### config.mk
export PLATFORM = sky130hd
export DESIGN_NAME = pswe_ctrl
export DESIGN_NICKNAME = d
export VERILOG_FILES = /design/src/hdl/pswe_pkg.sv /design/src/hdl/pswe_ctrl.sv
export SDC_FILE = /design/constraint.sdc
export NUM_CORES = 1
export LEC_CHECK = 0
export BUFFER_PORTS_ARGS = -buffer_cell sky130_fd_sc_hd__buf_4
export CAP_MARGIN = 0
export CELL_PAD_IN_SITES_DETAIL_PLACEMENT = 0
export CELL_PAD_IN_SITES_GLOBAL_PLACEMENT = 2
export CORE_AREA = 2 2 50 52
export CTS_BUF_LIST = sky130_fd_sc_hd__clkbuf_16
export CTS_CLUSTER_SIZE = 40
export DETAILED_ROUTE_END_ITERATION = 12
export DIE_AREA = 0 0 52 54
export PLACE_DENSITY_LB_ADDON = 0.1
export SYNTH_ARGS = -nofsm -noshare
export SYNTH_HDL_FRONTEND = slang
export SYNTH_SLANG_ARGS = --single-unit
### constraint.sdc
create_clock -name clock -period 2.85 [get_ports clock]
set_clock_uncertainty 0.15 [all_clocks]
set_input_delay 0.57 -clock clock [delete_from_list [all_inputs] [get_ports clock]]
set_output_delay 0.57 -clock clock [all_outputs]
set_load 0.02 [all_outputs]
### src/hdl/pswe_pkg.sv
// Shared types, codes and helper functions of the particle swarm update engine.
// Used by the controller, the datapath and the top level; depends on nothing.
package pswe_pkg;

   localparam int REQ_DATA_W = 104;
   localparam int RSP_DATA_W = 72;
   localparam int CSR_IDX_W  = 3;
   localparam int CSR_DATA_W = 16;

   localparam logic signed [31:0] SCORE_MAX = 32'sh7FFF_FFFF;

   typedef enum logic [1:0] {
      REQ_BOUNDS = 2'd0,
      REQ_ELEM   = 2'd1,
      REQ_SCORE  = 2'd2,
      REQ_MOVE   = 2'd3
   } req_kind_type;

   typedef enum logic [CSR_IDX_W-1:0] {
      CSR_INERTIA   = 3'd0,
      CSR_PGAIN     = 3'd1,
      CSR_GGAIN     = 3'd2,
      CSR_PARTICLES = 3'd3,
      CSR_DIMS      = 3'd4
   } csr_index_type;

   typedef enum logic [3:0] {
      ST_IDLE,
      ST_CHECK,
      ST_SC_CMP,
      ST_PB_COPY,
      ST_SC_LAST,
      ST_SB_COPY,
      ST_MV_M0,
      ST_MV_M1,
      ST_MV_M2,
      ST_MV_M3,
      ST_MV_SUM,
      ST_MV_POS,
      ST_DONE
   } state_type;

   typedef struct packed {
      logic [15:0] inertia_weight;
      logic [15:0] personal_gain;
      logic [15:0] global_gain;
      logic [4:0]  particles_in_use;
      logic [3:0]  dims_in_use;
   } cfg_type;

   typedef struct packed {
      logic capture;
      logic set_err;
      logic wr_bounds;
      logic wr_elem;
      logic sc_update;
      logic copy_start;
      logic copy_run;
      logic clr_pending;
      logic mv_m0;
      logic mv_m1;
      logic mv_m2;
      logic mv_m3;
      logic mv_sum;
      logic mv_pos;
   } cmd_type;

   typedef struct packed {
      logic         err;
      req_kind_type kind;
      logic         better;
      logic         pending;
      logic         last;
      logic         copy_done;
   } status_type;

   // Clamp a configured count into 1 .. maxv.
   function automatic logic [8:0] eff_count(input logic [8:0] cfg, input logic [8:0] maxv);
      logic [8:0] r;
      if (cfg == 9'd0) begin
         r = 9'd1;
      end else if (cfg > maxv) begin
         r = maxv;
      end else begin
         r = cfg;
      end
      return r;
   endfunction

   // Saturate a signed sum to 32 bits.
   function automatic logic signed [31:0] sat32(input logic signed [38:0] x);
      logic signed [31:0] r;
      if (x > 39'sh0_7FFF_FFFF) begin
         r = 32'sh7FFF_FFFF;
      end else if (x < -39'sh0_8000_0000) begin
         r = 32'sh8000_0000;
      end else begin
         r = x[31:0];
      end
      return r;
   endfunction

endpackage

### src/hdl/pswe_ctrl.sv
// Sequencing state machine of the particle swarm update engine.
// Depends on pswe_pkg for the state, command and status types.
module pswe_ctrl (
   input  logic                clock,
   input  logic                reset,
   input  logic                req_valid,
   output logic                req_ready,
   input  logic                out_free,
   input  pswe_pkg::status_type status,
   output pswe_pkg::cmd_type   cmd,
   output logic                emit
);
   import pswe_pkg::*;

   state_type state_ff, state_in;

   always_ff @(posedge clock) begin
      if (reset) begin
         state_ff <= ST_IDLE;
      end else begin
         state_ff <= state_in;
      end
   end

   always_comb begin
      state_in = state_ff;
      unique case (state_ff)
         ST_IDLE:    if (req_valid) state_in = ST_CHECK;
         ST_CHECK: begin
            if (status.err) begin
               state_in = ST_DONE;
            end else begin
               unique case (status.kind)
                  REQ_BOUNDS: state_in = ST_DONE;
                  REQ_ELEM:   state_in = ST_DONE;
                  REQ_SCORE:  state_in = ST_SC_CMP;
                  REQ_MOVE:   state_in = ST_MV_M0;
                  default:    state_in = ST_DONE;
               endcase
            end
         end
         ST_SC_CMP:  state_in = status.better ? ST_PB_COPY : ST_SC_LAST;
         ST_PB_COPY: if (status.copy_done) state_in = ST_SC_LAST;
         ST_SC_LAST: state_in = (status.last && status.pending) ? ST_SB_COPY : ST_DONE;
         ST_SB_COPY: if (status.copy_done) state_in = ST_DONE;
         ST_MV_M0:   state_in = ST_MV_M1;
         ST_MV_M1:   state_in = ST_MV_M2;
         ST_MV_M2:   state_in = ST_MV_M3;
         ST_MV_M3:   state_in = ST_MV_SUM;
         ST_MV_SUM:  state_in = ST_MV_POS;
         ST_MV_POS:  state_in = ST_DONE;
         ST_DONE:    if (out_free) state_in = ST_IDLE;
         default:    state_in = ST_IDLE;
      endcase
   end

   always_comb begin
      cmd       = '0;
      emit      = 1'b0;
      req_ready = 1'b0;
      unique case (state_ff)
         ST_IDLE: begin
            req_ready   = 1'b1;
            cmd.capture = req_valid;
         end
         ST_CHECK: begin
            cmd.set_err   = status.err;
            cmd.wr_bounds = !status.err && (status.kind == REQ_BOUNDS);
            cmd.wr_elem   = !status.err && (status.kind == REQ_ELEM);
         end
         ST_SC_CMP: begin
            cmd.sc_update  = status.better;
            cmd.copy_start = status.better;
         end
         ST_PB_COPY: cmd.copy_run = 1'b1;
         ST_SC_LAST: cmd.copy_start = status.last && status.pending;
         ST_SB_COPY: begin
            cmd.copy_run    = 1'b1;
            cmd.clr_pending = status.copy_done;
         end
         ST_MV_M0:  cmd.mv_m0  = 1'b1;
         ST_MV_M1:  cmd.mv_m1  = 1'b1;
         ST_MV_M2:  cmd.mv_m2  = 1'b1;
         ST_MV_M3:  cmd.mv_m3  = 1'b1;
         ST_MV_SUM: cmd.mv_sum = 1'b1;
         ST_MV_POS: cmd.mv_pos = 1'b1;
         ST_DONE:   emit = out_free;
         default:   emit = 1'b0;
      endcase
   end

endmodule

# After elaboration in Yosys (flattened, before gate mapping)
# Index checks and enable logic that the tools add are counted.
[word_totals]
reg_bits = 4
inputBits = 11
out_inout_bits = 16
elab_cells = 52
[op_classes]
n_eq_ne = 19
mux = 23
n_reduce_logical = 9
[op_table]
columns = ["cell", "count"]
rows = [
  ["one-hot mux 4 bit (13 select lines)", 1],
  ["two-way mux 4 bit", 6],
  ["== test 4 bit, second input constant", 5],
  ["== test 4 x 3 -> 1 bit, second input constant", 4],
  ["two-way mux 1 bit", 12],
  ["one-hot mux 4 bit (3 select lines)", 1],
  ["== test 4 x 2 -> 1 bit, second input constant", 2],
  ["inequality test 2 bit, second input constant", 4],
  ["two-way mux 3 bit", 2],
  ["== test 2 bit, second input constant", 2],
  ["== test 4 x 1 -> 1 bit, second input constant", 1],
  ["logical NOT 4 bit", 1],
  ["AND reduction 4 bit", 1],
  ["OR reduction 2 bit", 2],
  ["logical AND 1 bit", 3],
  ["== test 2 x 1 -> 1 bit, second input constant", 1],
  ["logical NOT 2 bit", 1],
  ["one-hot mux 1 bit (2 select lines)", 1],
  ["logical NOT 1 bit", 1],
]

# Depth between registers and ports, before layout
[depth]
word_depth = 5
mapped_depth = 7

# Least setup slack after synthesis
# Ideal clock, no wire load.
[synth_path]
path_kind = "reg-to-output"
start = "register state_ff[1]"
end = "output port cmd[10] (netlist name)"
arrival_time_ps = 1506
t_required_ps = 2130
setup_slack_ps = 624
stages_incl_launch_ff = 5
path_cell_list = "dfxtp_1 -> buf_6 -> and2b_1 -> nand2_1 -> nor4b_1"
[synth_lines]
columns = ["item", "line", "text"]
rows = [
  ["from (decl)", "pswe_ctrl.sv:15", "state_type state_ff, state_in;"],
  ["from (signal assigned)", "pswe_ctrl.sv:21", "state_ff <= state_in;"],
  ["to (decl)", "pswe_ctrl.sv:10", "output pswe_pkg::cmd_type cmd,"],
]

==> flow_summary_export.csv <==
group,metric,value,unit
placement,hpwl,1.23,mm
critical_path,cp.required,2130,ps
synthesis,ys_warn_count,0,
sta,fmax,0.413,GHz
routing,drt_iter0_markers,13,
synthesis,synthXorXnorAreaFrac,0.0173,
synthesis,ys_seq_elements,4,
routing,dr.pass1.iters,4,
pwr,internal-power,0.459,mW
critical_path,arrival,1700,ps
clock_network,clock_path_buffers,2,
synthesis,synthSimpleGateAreaFrac,0.442,
synthesis,synth_compound_area_frac,0.242,
critical_path,crit_path_max_fanout,13,
sta,drv_slew,0,
routing,postRouteWirelength,1.60,mm
synthesis,avgSynthCellArea,6.76,sq um
critical_path,critical_path_class,"flip-flop to output port",
finish,largest_reg_flops,4,
finish,reg_top3,"state_ff: 4 flops",
clock_network,clk_pin_slew,30,ps
floorplanning,fp.dieH,54,microns
routing,antenna_left,0,
finish,drive_gt1_frac,0.343,
sta,finalSetupTns,0,ps
min_path,worst_hold_path_type,"input pin to flip-flop",
synthesis,syn_inst,75,
clock_network,cts_setup_buffers,0,
finish,nets,112,
critical_path,path_cells,"and2b_1 -> nand2_1 -> nor4b_1 -> buf_4",
sta,fin_crit_sh,0.849,
clock_network,cts_tree,"built",
finish,largest-register,"state_ff",
finish,n_antenna_cell,0,
floorplanning,fp.dieW,52,microns
pwr,netSwitchingFraction,0.445,
finish,final_cells,129,
pwr,leakage,0.357,nW
critical_path,path_buf_inv,1,
synthesis,synth_top_family_by_area,"simple AND/OR/NAND/NOR gates",
pwr,seq_power_share,0.211,
floorplanning,ios,27,
synthesis,synth_area_leader_cell,"dfxtp_1",
sta,hold_viol_final,0,
floorplanning,die-area,2810,sq um
clock_network,htreeDepth,1,
global_route,grtUsageTotal,0.115,
floorplanning,std_cell_rows,18,
global_route,grt_pass1_vias,533,
synthesis,synth_fa_ha_area_frac,0,
flow_run,cap_violations,0,
placement,gp_congestion,0.732,
placement,dp_slack,641,ps
synthesis,syn_area,507,sq um
clock_network,clk_latency,220,ps
routing,drc,0,
sta,final.setup.worst_slack,431,ps
outcome,outcome,"finished clean",
pwr,power.total,0.827,mW
sta,rsz0062_at_grt,"no",
global_route,antenna_found_initial,0,
clock_network,cts_resized,0,
sta,max_slew.worst_pin.slew,580,ps
finish,final.fill_count,243,
pwr,power.share.clock,0.261,
global_route,overflow,0,
critical_path,critPathSlowestCell,"dfxtp_1",
synthesis,netlist-cell-type-count,29,
routing,post_drt_wl_per_cell,12.4,microns
global_route,grt_pass1_wl,2.48,mm
floorplanning,start_util,0.218,
global_route,grt_max_degree,18,
critical_path,critPathLaunchType,"flip-flop",
floorplanning,core_area,2320,sq um
synthesis,synth_fp_nets,86,
clock_network,cts_buffers,3,
sta,finalCriticalPeriod,2420,ps
pwr,p_switching,0.368,mW
sta,setup_viol,0,
finish,synthToLayoutAreaGrowth,51.1,%
synthesis,synth_area_leaders,"dfxtp_1 (16%), nor2_1 (8.9%), a21oi_1 (6.9%)",
pwr,power_density,1080,nW/um^2
pwr,vdd_ir_drop_max,0.658,mV
critical_path,slowest_delay,590,ps
placement,io_buffers,26,
critical_path,worstSetupEndpointType,"output port",
clock_network,cts-hold-fix-buffers,0,
critical_path,cp_top_family,"simple AND/OR/NAND/NOR gates",
pwr,combPwrFrac,0.528,
placement,dpl.cell_count,126,
sta,maxSlewHeadroom,0.613,
finish,utilization,0.330,
routing,viasPerCell,4.80,
clock_network,root_buffer,"clkbuf_16",
routing,vias,619,
synthesis,synthMuxAreaShare,0.0222,
clock_network,cts.sinks,4,
synthesis,ys_seq_area_frac,0.158,
synthesis,synth.top_cell.area_share,0.158,
layout by cell type (no fill, tap or decap), types with 2 or more instances in the layout:
cell	Yosys	routed
nor2b_1	2	2
dfxtp_1	4	4
nand2_1	8	8
and3_1	3	3
clkbuf_16	0	3
nor2_1	12	12
nor4_1	2	2
o21ai_0	7	7
inv_1	3	3
buf_4	1	26
nand2b_1	4	4
and2b_1	3	3
a21oi_1	7	7
nor3_1	2	2
path summary, 6_finish.rpt:
kind / from / to / slack [ps] / depth (start not counted)
setup / recovery: state_ff[0]$_SDFFE_PP0P_ / cmd[10] / 430 / 4
hold / removal: reset / state_ff[3]$_SDFFE_PP0P_ / 390 / 2
setup reg to reg: state_ff[1]$_SDFFE_PP0P_ / state_ff[1]$_SDFFE_PP0P_ / 1130 / 4
hold reg to reg: state_ff[2]$_SDFFE_PP0P_ / state_ff[2]$_SDFFE_PP0P_ / 650 / 3
cell families (layout without fill, tap and decap cells):
group | count (synthesis) | after routing
compound gates | 20 | 20
xor+xnor | 1 | 1
buf+inv | 8 | 32
flops | 4 | 4
mux | 1 | 1
simple gates | 41 | 41
stage by stage:
stage                     cell area (sq um)  hold WS, ps
final                                   766          387
after global routing                    766          395
after CTS                               766          385
after detailed placement                691          615
after global placement                  691          613
after floorplan                         507          439
power groups by stage:
stage / Combinational [mW] / Sequential (mW) / Clock [mW]
after floorplan: 0.388 / 0.103 / 0
after global placement: 0.457 / 0.176 / 0
after detailed placement: 0.440 / 0.174 / 0
after CTS: 0.442 / 0.173 / 0.220
after global routing: 0.482 / 0.185 / 0.222
final: 0.437 / 0.175 / 0.215
layer usage:
layer / vias to the layer above / GRT usage / part of all wire
li1: 319 / - / -
met1: 271 / 0.163 / 0.47
met2: 25 / 0.167 / 0.43
met3: 4 / 0.0333 / 0.072
met4: 0 / 0.0351 / 0.028
met5: - / 0 / 0
Yosys cell counts (all sizes together):
master and count:
clkbuf 1, xnor2 1, nor2 12, dfxtp 4, nor4 3, a21oi 7, nor2b 2, buf 4
nand2 8, and2 1, o21ai 7, nor3 3, mux2 1, o22ai 1, a22oi 1, a41o 1
and3 3, inv 3, and4 1, o221a 1, nand2b 4, and2b 3, o311a 1, o21bai 1
nor4b 1
final cells by class:
cell class / instances / area (sq um) / share of cell area
multi-input combinational: 63 / 367 / 0.479
timing repair buffer: 26 / 195 / 0.255
sequential: 4 / 80.1 / 0.105
clock buffer: 3 / 75.1 / 0.0980
tap: 30 / 37.5 / 0.0490
inverter: 3 / 11.3 / 0.0147
No activity file was read; power rests on OpenSTA's default activity.
